## config.mk

```make
export PLATFORM = sky130hd
export DESIGN_NAME = hsv_to_rgb_convert_flat
export DESIGN_NICKNAME = d
export VERILOG_FILES = /design/src/design/hsv2rgb_pkg.sv /design/src/design/hsv_pix_if.sv /design/src/design/rgb_pix_if.sv /design/src/design/hsv_to_rgb_convert.sv /design/src/flat_wrapper.sv
export SDC_FILE = /design/constraint.sdc
export NUM_CORES = 2
export LEC_CHECK = 0
export BUFFER_PORTS_ARGS = -buffer_cell sky130_fd_sc_hd__buf_2
export CORE_MARGIN = 2
export CORE_UTILIZATION = 60
export DETAILED_ROUTE_END_ITERATION = 7
export GPL_TIMING_DRIVEN = 0
export MAX_ROUTING_LAYER = met4
export PLACE_DENSITY_LB_ADDON = 0.3
export SYNTH_ARGS = -nofsm -noshare
export SYNTH_HDL_FRONTEND = slang
export SYNTH_SLANG_ARGS = --single-unit
```

## constraint.sdc

```tcl
create_clock -name clk -period 9.7 [get_ports clk]
set_clock_uncertainty 0.1 [all_clocks]
set_input_delay 0.485 -clock clk [delete_from_list [all_inputs] [get_ports clk]]
set_output_delay 0.485 -clock clk [all_outputs]
set_load 0.01 [all_outputs]
```

## src/design/hsv2rgb_pkg.sv

```systemverilog
// ----------------------------------------------------------------------------
// hsv2rgb_pkg
// Shared types and constants of the HSV to RGB converter.
// ----------------------------------------------------------------------------
package hsv2rgb_pkg;

    // Sector count of one hue turn and the bits that index it
    localparam int SECTOR_COUNT = 6;
    localparam int SECTOR_BITS  = 3;

    // Hue sector, the integer part of hue times six
    typedef enum logic [SECTOR_BITS-1:0] {
        SECT_RED_YEL = 3'd0,
        SECT_YEL_GRN = 3'd1,
        SECT_GRN_CYN = 3'd2,
        SECT_CYN_BLU = 3'd3,
        SECT_BLU_MAG = 3'd4,
        SECT_MAG_RED = 3'd5
    } sector_t;

endpackage

```

## src/design/hsv_pix_if.sv

```systemverilog
// ----------------------------------------------------------------------------
// hsv_pix_if
// Valid/ready channel that carries one HSV pixel a beat.
// ----------------------------------------------------------------------------
interface hsv_pix_if #(
    parameter int FRAC_BITS = 16
) ();

    logic                 valid;
    logic                 ready;
    logic [FRAC_BITS:0]   hue_turn;
    logic [FRAC_BITS:0]   sat_level;
    logic [FRAC_BITS:0]   val_level;

    modport source (output valid, output hue_turn, output sat_level, output val_level,
                    input ready);
    modport sink   (input valid, input hue_turn, input sat_level, input val_level,
                    output ready);

endinterface

```

## src/design/rgb_pix_if.sv

```systemverilog
// ----------------------------------------------------------------------------
// rgb_pix_if
// Valid/ready channel that carries one RGB pixel a beat.
// ----------------------------------------------------------------------------
interface rgb_pix_if #(
    parameter int FRAC_BITS = 16
) ();

    logic                 valid;
    logic                 ready;
    logic [FRAC_BITS:0]   red_level;
    logic [FRAC_BITS:0]   green_level;
    logic [FRAC_BITS:0]   blue_level;

    modport source (output valid, output red_level, output green_level,
                    output blue_level, input ready);
    modport sink   (input valid, input red_level, input green_level,
                    input blue_level, output ready);

endinterface

```

## src/design/hsv_to_rgb_convert.sv

```systemverilog
// ----------------------------------------------------------------------------
// hsv_to_rgb_convert
// Fixed-point HSV to RGB pixel converter, four register stages.
// ----------------------------------------------------------------------------
// Usage:
//   hsv : sink channel, one HSV pixel a beat (hue as a fraction of a turn,
//         saturation and value with 2^FRAC_BITS meaning 1.0).
//   rgb : source channel, one RGB pixel a beat, same fixed-point format.
//   Every input beat yields exactly one output beat, in order.
//   An accepted input beat passes stages 1 to 4 in order; rgb.valid is the stage 4 valid.
//   Throughput: one pixel per clock while rgb.ready stays high; each stage
//   holds one beat and takes a new one whenever it is empty or its own beat moves on.
//   Stages: 1 sector/fraction split and clamping, 2 s*f and s*(1-f) products,
//   3 value products, 4 sector selection into the output register.
//   The longest path is one multiplier of (FRAC_BITS+1) bits square.
//   Reset (rst_n low) empties all stages; no beat is in flight after it.
//   When the receiver holds rgb.ready low, the output beat is held stable
//   and the stages behind it keep filling until full; then hsv.ready drops.
//   Nothing is lost or repeated across a stall.
// ----------------------------------------------------------------------------
module hsv_to_rgb_convert #(
    parameter int FRAC_BITS = 16
) (
    input  logic       clk,
    input  logic       rst_n,
    hsv_pix_if.sink    hsv,
    rgb_pix_if.source  rgb
);

    localparam int W  = FRAC_BITS + 1;
    localparam int W2 = 2 * W;
    localparam int HW = FRAC_BITS + hsv2rgb_pkg::SECTOR_BITS;
    localparam logic [W-1:0] ONE = {1'b1, {FRAC_BITS{1'b0}}};

    // Stage handshake
    logic vld1_reg, vld2_reg, vld3_reg, vld4_reg;
    logic rdy1, rdy2, rdy3, rdy4;

    assign rdy4      = !vld4_reg || rgb.ready;
    assign rdy3      = !vld3_reg || rdy4;
    assign rdy2      = !vld2_reg || rdy3;
    assign rdy1      = !vld1_reg || rdy2;
    assign hsv.ready = rdy1;

    // Stage 1: clamp, hue times six, split into sector and fraction
    logic [FRAC_BITS-1:0]   hue_frac;
    logic [HW-1:0]          hue6;
    logic [W-1:0]           sat_clamp, val_clamp;
    logic [W-1:0]           sat1_reg, val1_reg;
    logic [FRAC_BITS-1:0]   frc1_reg;
    hsv2rgb_pkg::sector_t   sec1_reg;

    assign hue_frac  = hsv.hue_turn[FRAC_BITS-1:0];
    assign hue6      = (HW'(hue_frac) << 2) + (HW'(hue_frac) << 1);
    assign sat_clamp = hsv.sat_level[FRAC_BITS] ? ONE : hsv.sat_level;
    assign val_clamp = hsv.val_level[FRAC_BITS] ? ONE : hsv.val_level;

    always_ff @(posedge clk or negedge rst_n)
    begin
        if (!rst_n)
        begin
            vld1_reg <= 1'b0;
        end
        else if (rdy1)
        begin
            vld1_reg <= hsv.valid;
        end
    end

    always_ff @(posedge clk)
    begin
        if (rdy1 && hsv.valid)
        begin
            sat1_reg <= sat_clamp;
            val1_reg <= val_clamp;
            frc1_reg <= hue6[FRAC_BITS-1:0];
            sec1_reg <= hsv2rgb_pkg::sector_t'(hue6[HW-1:FRAC_BITS]);
        end
    end

    // Stage 2: s*f and s*(1-f), then the one-minus terms
    logic [W-1:0]           one_m_f;
    logic [W2-1:0]          prod_sf, prod_st;
    logic [W-1:0]           qfac2_reg, tfac2_reg, pfac2_reg, val2_reg;
    hsv2rgb_pkg::sector_t   sec2_reg;

    assign one_m_f = ONE - W'(frc1_reg);
    assign prod_sf = W2'(sat1_reg) * W2'(frc1_reg);
    assign prod_st = W2'(sat1_reg) * W2'(one_m_f);

    always_ff @(posedge clk or negedge rst_n)
    begin
        if (!rst_n)
        begin
            vld2_reg <= 1'b0;
        end
        else if (rdy2)
        begin
            vld2_reg <= vld1_reg;
        end
    end

    always_ff @(posedge clk)
    begin
        if (rdy2 && vld1_reg)
        begin
            qfac2_reg <= ONE - prod_sf[FRAC_BITS +: W];
            tfac2_reg <= ONE - prod_st[FRAC_BITS +: W];
            pfac2_reg <= ONE - sat1_reg;
            val2_reg  <= val1_reg;
            sec2_reg  <= sec1_reg;
        end
    end

    // Stage 3: value products for p, q and t
    logic [W2-1:0]          pp3_reg, pq3_reg, pt3_reg;
    logic [W-1:0]           val3_reg;
    hsv2rgb_pkg::sector_t   sec3_reg;

    always_ff @(posedge clk or negedge rst_n)
    begin
        if (!rst_n)
        begin
            vld3_reg <= 1'b0;
        end
        else if (rdy3)
        begin
            vld3_reg <= vld2_reg;
        end
    end

    always_ff @(posedge clk)
    begin
        if (rdy3 && vld2_reg)
        begin
            pp3_reg  <= W2'(val2_reg) * W2'(pfac2_reg);
            pq3_reg  <= W2'(val2_reg) * W2'(qfac2_reg);
            pt3_reg  <= W2'(val2_reg) * W2'(tfac2_reg);
            val3_reg <= val2_reg;
            sec3_reg <= sec2_reg;
        end
    end

    // Stage 4: truncate and order by sector; zero saturation falls out as grey
    logic [W-1:0] lvl_p, lvl_q, lvl_t;
    logic [W-1:0] red_next, green_next, blue_next;
    logic [W-1:0] red_reg, green_reg, blue_reg;

    assign lvl_p = pp3_reg[FRAC_BITS +: W];
    assign lvl_q = pq3_reg[FRAC_BITS +: W];
    assign lvl_t = pt3_reg[FRAC_BITS +: W];

    always_comb
    begin
        case (sec3_reg)
            hsv2rgb_pkg::SECT_RED_YEL:
            begin
                red_next = val3_reg; green_next = lvl_t;    blue_next = lvl_p;
            end
            hsv2rgb_pkg::SECT_YEL_GRN:
            begin
                red_next = lvl_q;    green_next = val3_reg; blue_next = lvl_p;
            end
            hsv2rgb_pkg::SECT_GRN_CYN:
            begin
                red_next = lvl_p;    green_next = val3_reg; blue_next = lvl_t;
            end
            hsv2rgb_pkg::SECT_CYN_BLU:
            begin
                red_next = lvl_p;    green_next = lvl_q;    blue_next = val3_reg;
            end
            hsv2rgb_pkg::SECT_BLU_MAG:
            begin
                red_next = lvl_t;    green_next = lvl_p;    blue_next = val3_reg;
            end
            default:
            begin
                red_next = val3_reg; green_next = lvl_p;    blue_next = lvl_q;
            end
        endcase
    end

    always_ff @(posedge clk or negedge rst_n)
    begin
        if (!rst_n)
        begin
            vld4_reg <= 1'b0;
        end
        else if (rdy4)
        begin
            vld4_reg <= vld3_reg;
        end
    end

    always_ff @(posedge clk)
    begin
        if (rdy4 && vld3_reg)
        begin
            red_reg   <= red_next;
            green_reg <= green_next;
            blue_reg  <= blue_next;
        end
    end

    assign rgb.valid       = vld4_reg;
    assign rgb.red_level   = red_reg;
    assign rgb.green_level = green_reg;
    assign rgb.blue_level  = blue_reg;

    // Checks
    logic [W:0] sf_sum, sat2_val;

    assign sf_sum   = (W+1)'(ONE - qfac2_reg) + (W+1)'(ONE - tfac2_reg);
    assign sat2_val = (W+1)'(ONE - pfac2_reg);

    // truncated s*f and s*(1-f) add up to s, or one short of it
    a_frac_split: assert property (@(posedge clk) disable iff (!rst_n)
        vld2_reg |-> (sf_sum == sat2_val || (sf_sum + 1'b1) == sat2_val))
        else $error("s*f + s*(1-f) does not match saturation");

    // clamped saturation and value never exceed one
    a_clamp: assert property (@(posedge clk) disable iff (!rst_n)
        vld1_reg |-> (sat1_reg <= ONE && val1_reg <= ONE))
        else $error("clamped input above one");

    // a beat in stage 1 that stage 2 takes shows up in stage 2
    a_advance: assert property (@(posedge clk) disable iff (!rst_n)
        (vld1_reg && rdy2) |=> vld2_reg)
        else $error("beat dropped between stage 1 and stage 2");

    // output components stay within one
    a_out_range: assert property (@(posedge clk) disable iff (!rst_n)
        vld4_reg |-> (red_reg <= ONE && green_reg <= ONE && blue_reg <= ONE))
        else $error("output component above one");

endmodule

```

## src/flat_wrapper.sv

```systemverilog
// flat-port wrapper written by rule: the top's interface ports become plain ports
module hsv_to_rgb_convert_flat 
#(
    parameter int FRAC_BITS = 16
)
  (clk, rst_n, hsv_valid, hsv_hue_turn, hsv_sat_level, hsv_val_level, hsv_ready, rgb_valid, rgb_red_level, rgb_green_level, rgb_blue_level, rgb_ready);
  hsv_pix_if #(.FRAC_BITS(FRAC_BITS)) hsv_i ();
  rgb_pix_if #(.FRAC_BITS(FRAC_BITS)) rgb_i ();
  input  logic clk;
  input  logic rst_n;
  input wire logic [$bits(hsv_i.valid)-1:0] hsv_valid;
  input wire logic [$bits(hsv_i.hue_turn)-1:0] hsv_hue_turn;
  input wire logic [$bits(hsv_i.sat_level)-1:0] hsv_sat_level;
  input wire logic [$bits(hsv_i.val_level)-1:0] hsv_val_level;
  output wire logic [$bits(hsv_i.ready)-1:0] hsv_ready;
  output wire logic [$bits(rgb_i.valid)-1:0] rgb_valid;
  output wire logic [$bits(rgb_i.red_level)-1:0] rgb_red_level;
  output wire logic [$bits(rgb_i.green_level)-1:0] rgb_green_level;
  output wire logic [$bits(rgb_i.blue_level)-1:0] rgb_blue_level;
  input wire logic [$bits(rgb_i.ready)-1:0] rgb_ready;
  assign hsv_i.valid = hsv_valid;
  assign hsv_i.hue_turn = hsv_hue_turn;
  assign hsv_i.sat_level = hsv_sat_level;
  assign hsv_i.val_level = hsv_val_level;
  assign hsv_ready = hsv_i.ready;
  assign rgb_valid = rgb_i.valid;
  assign rgb_red_level = rgb_i.red_level;
  assign rgb_green_level = rgb_i.green_level;
  assign rgb_blue_level = rgb_i.blue_level;
  assign rgb_i.ready = rgb_ready;
  hsv_to_rgb_convert #(.FRAC_BITS(FRAC_BITS)) u_core (.clk(clk), .rst_n(rst_n), .hsv(hsv_i), .rgb(rgb_i));
endmodule
```

==> results.py <==
metrics = {
    "outcome": {
        "status": "finished, final reports clean",
    },
    "placed_design": {
        "hpwlAfterDp_mm": 133.3,
        "finalWeightedCongestion": 1.019,
        "placed_cell_area_mm2": 0.05699,
        "portBuffers": 106,
    },
    "sta": {
        "max_freq_mhz": 106.6,
        "setup_tns_ns": 0,
        "slew_viol_final": 0,
        "worst_pin_slew_ns": 1.221,
        "setup_viol_count_final": 0,
        "min_period_ns": 9.382,
        "final_hold_viol_count": 0,
        "relSlewSlack_pct": 17.87,
        "fin_crit_sh_pct": 96.72,
        "final.hold.worst_slack_ns": 0.05807,
    },
    "routing": {
        "viasPerCell": 5.818,
        "wire_per_inst_um": 22.51,
        "ant_nets": 0,
        "finalWirelength_mm": 163.4,
        "first_pass_iters": 6,
        "drtIter0Drc": 3846,
        "drc": 0,
        "vias": 42230,
    },
    "floorplan": {
        "io_pins": 108,
        "dieHeight_um": 306.4,
        "die_w_um": 306.4,
        "die_area_mm2": 0.09391,
        "std_cell_rows": 110,
        "core_mm2": 0.09029,
        "start_util_pct": 60.79,
    },
    "worst_setup_path": {
        "crit_path_start": "u_core.frc1_reg[6]",
        "cp_common_cell": "fa_1",
        "critPathLaunchType": "register",
        "endpoint_kind": "register",
        "cp_data_required_time_ns": 9.99,
        "cp_data_arrival_time_ns": 9.67,
        "regToRegStartpoint": "u_core.frc1_reg[6]",
        "crit_fanout": 5,
        "rrSetupSlack_ns": 0.32,
        "worst_path_max_delay_cell": "or4_4",
        "reg2reg_depth": 30,
        "reg2reg_to": "u_core.tfac2_reg[16]",
        "cp-endpoint": "u_core.tfac2_reg[16]",
        "max_stage_delay_ns": 0.59,
        "critical_path_class": "register to register",
    },
    "grt": {
        "overflow": 0,
        "grt_pass1_vias": 44710,
        "grt_usage_pct": 37.00,
        "grt_start_max_net_pins": 68,
        "grt_pass1_wl_mm": 254.6,
        "grt_antenna_before_repair": 6,
    },
    "final_layout": {
        "drive_above_1_share_pct": 4.343,
        "final_common_cell": "inv_1",
        "final_cell_mix": "inv_1, fa_1, nand2_1, ha_1, and2_1",
        "fin_util_pct": 64.56,
        "syn2layout_area_growth_pct": 6.199,
        "fin_nets": 7720,
        "final_cell_area_mm2": 0.05828,
    },
    "synthesis": {
        "synth_seq_area_share_pct": 13.59,
        "yosys_register_bits": 249,
        "yosysWarnings": 0,
        "synthArstFlopShare_pct": 1.606,
        "syn_area_mm2": 0.05488,
        "avgSynthCellArea_um2": 9.290,
        "syn_nets": 7570,
        "syn_inst": 5908,
        "synth.distinct_cells": 82,
        "synth_ff_type": "edfxtp_1",
        "synth_edf_count": 245,
    },
    "clock_tree": {
        "clk_path_buf_depth": 3,
        "cts.sink_count": 249,
        "clk_latency_ns": 0.63,
        "cts_max_level": 1,
        "root_buffer": "clkbuf_16",
        "clk_pin_slew_ns": 0.07,
        "tritoncts": "yes",
        "numCtsBuffers": 28,
    },
    "job": {
        "cap_violations": 0,
    },
    "worst_hold_path": {
        "hold_path_class": "input port to register",
    },
}
==> synth_stat cells (12+ instances only) <==
cell | n | area (µm²)
nand3_1 | 42 | 210.2
edfxtp_1 | 245 | 7357
a21oi_1 | 130 | 650.6
o21ai_0 | 69 | 345.3
nor4_1 | 12 | 75.07
and3_1 | 29 | 181.4
nor3_1 | 50 | 250.2
mux2i_1 | 35 | 350.3
mux2_2 | 31 | 349.1
a211oi_1 | 24 | 180.2
a21o_1 | 33 | 247.7
o21a_1 | 14 | 105.1
nor2_1 | 117 | 439.2
fa_1 | 1063 | 21280
xor2_1 | 46 | 402.9
o22ai_1 | 12 | 75.07
nand4_1 | 18 | 112.6
inv_1 | 1259 | 4726
buf_1 | 18 | 67.56
nor2b_1 | 54 | 337.8
and2_1 | 452 | 2828
clkbuf_1 | 292 | 1096
xnor2_1 | 110 | 963.4
o211ai_1 | 20 | 150.1
nand2b_1 | 21 | 131.4
ha_1 | 544 | 6807
nand2_1 | 1025 | 3847
==> area by class of cell <==
cell class              instances  area (µm²)
well taps                    1176        1471
plain buffers                 310        1211
flip-flops and latches        249        7457
diodes                          4       10.01
clock buffers                  30       708.2
fillers                      7448       32000
inverters                    1260        4730
repair buffers                121       715.7
clock inverters                21       269.0
multi-input cells            4088       41710
==> critical path: cells and delay by family (launching register included) <==
family | cells | cell delay [ns]
adders and majority gates | 7 | 3.47
and+or+nand+nor | 13 | 3.27
DFF | 1 | 0.45
muxes | 1 | 0.32
xor gates and xnor gates | 2 | 0.33
buffers and inverters | 5 | 0.68
AOI/OAI and AO/OA | 2 | 0.50
==> logic make-up after synthesis <==
logic type	share of synthesized area, %
buffers and inverters	10.76
adders and majority gates	51.18
and+or+nand+nor	15.97
muxes	1.302
AOI/OAI and AO/OA	4.712
xor gates and xnor gates	2.490
DFF	13.59
==> how the worst min path moves through the flow <==
| stage | to | depth (start not counted) | start | slack, ns |
|---|---|---|---|---|
| floorplan | u_core.rgb.valid | 0 | rst_n | 0.09 |
| detailed placement | u_core.rgb.valid | 1 | rst_n | 0.19 |
| global route | u_core.sat1_reg[9] | 2 | hsv_sat_level[9] | 0.07 |
| finish | u_core.sat1_reg[10] | 2 | hsv_sat_level[10] | 0.06 |
| global placement | u_core.rgb.valid | 1 | rst_n | 0.19 |
| CTS | u_core.sat1_reg[10] | 2 | hsv_sat_level[10] | 0.03 |
==> per-layer routing <==
layer	wire, µm	global-route usage (%)	up-vias	part of all wire [%]
li1	-	-	18220	-
met1	58850	44.32	21040	36
met2	75230	58.20	2291	46
met3	15480	6.311	685	9.5
met4	13840	23.94	0	8.5
met5	0	-	-	0
==> metrics by stage <==
stage	cells	worst slack, ns
2_1_floorplan	5908	0.8424
3_3_place_gp	7190	-0.9246
3_5_place_dp	7194	-0.9711
4_1_cts	7250	0.009490
5_1_grt	7257	-0.006989
6_report	7259	0.3181
==> timing repair <==
item | CTS | global route
buffers inserted | 3 | 5
hold buffers | 3 | 0
resized for setup | 28 | 25
pin swaps | 1 | 1
endpoints found under the setup margin | 10 | 4
hold endpoints to repair | 6 | 0
Power is left out: the tool's default activity adds up to more than one toggle a clock period on the data nets, which glitch-free logic cannot reach.
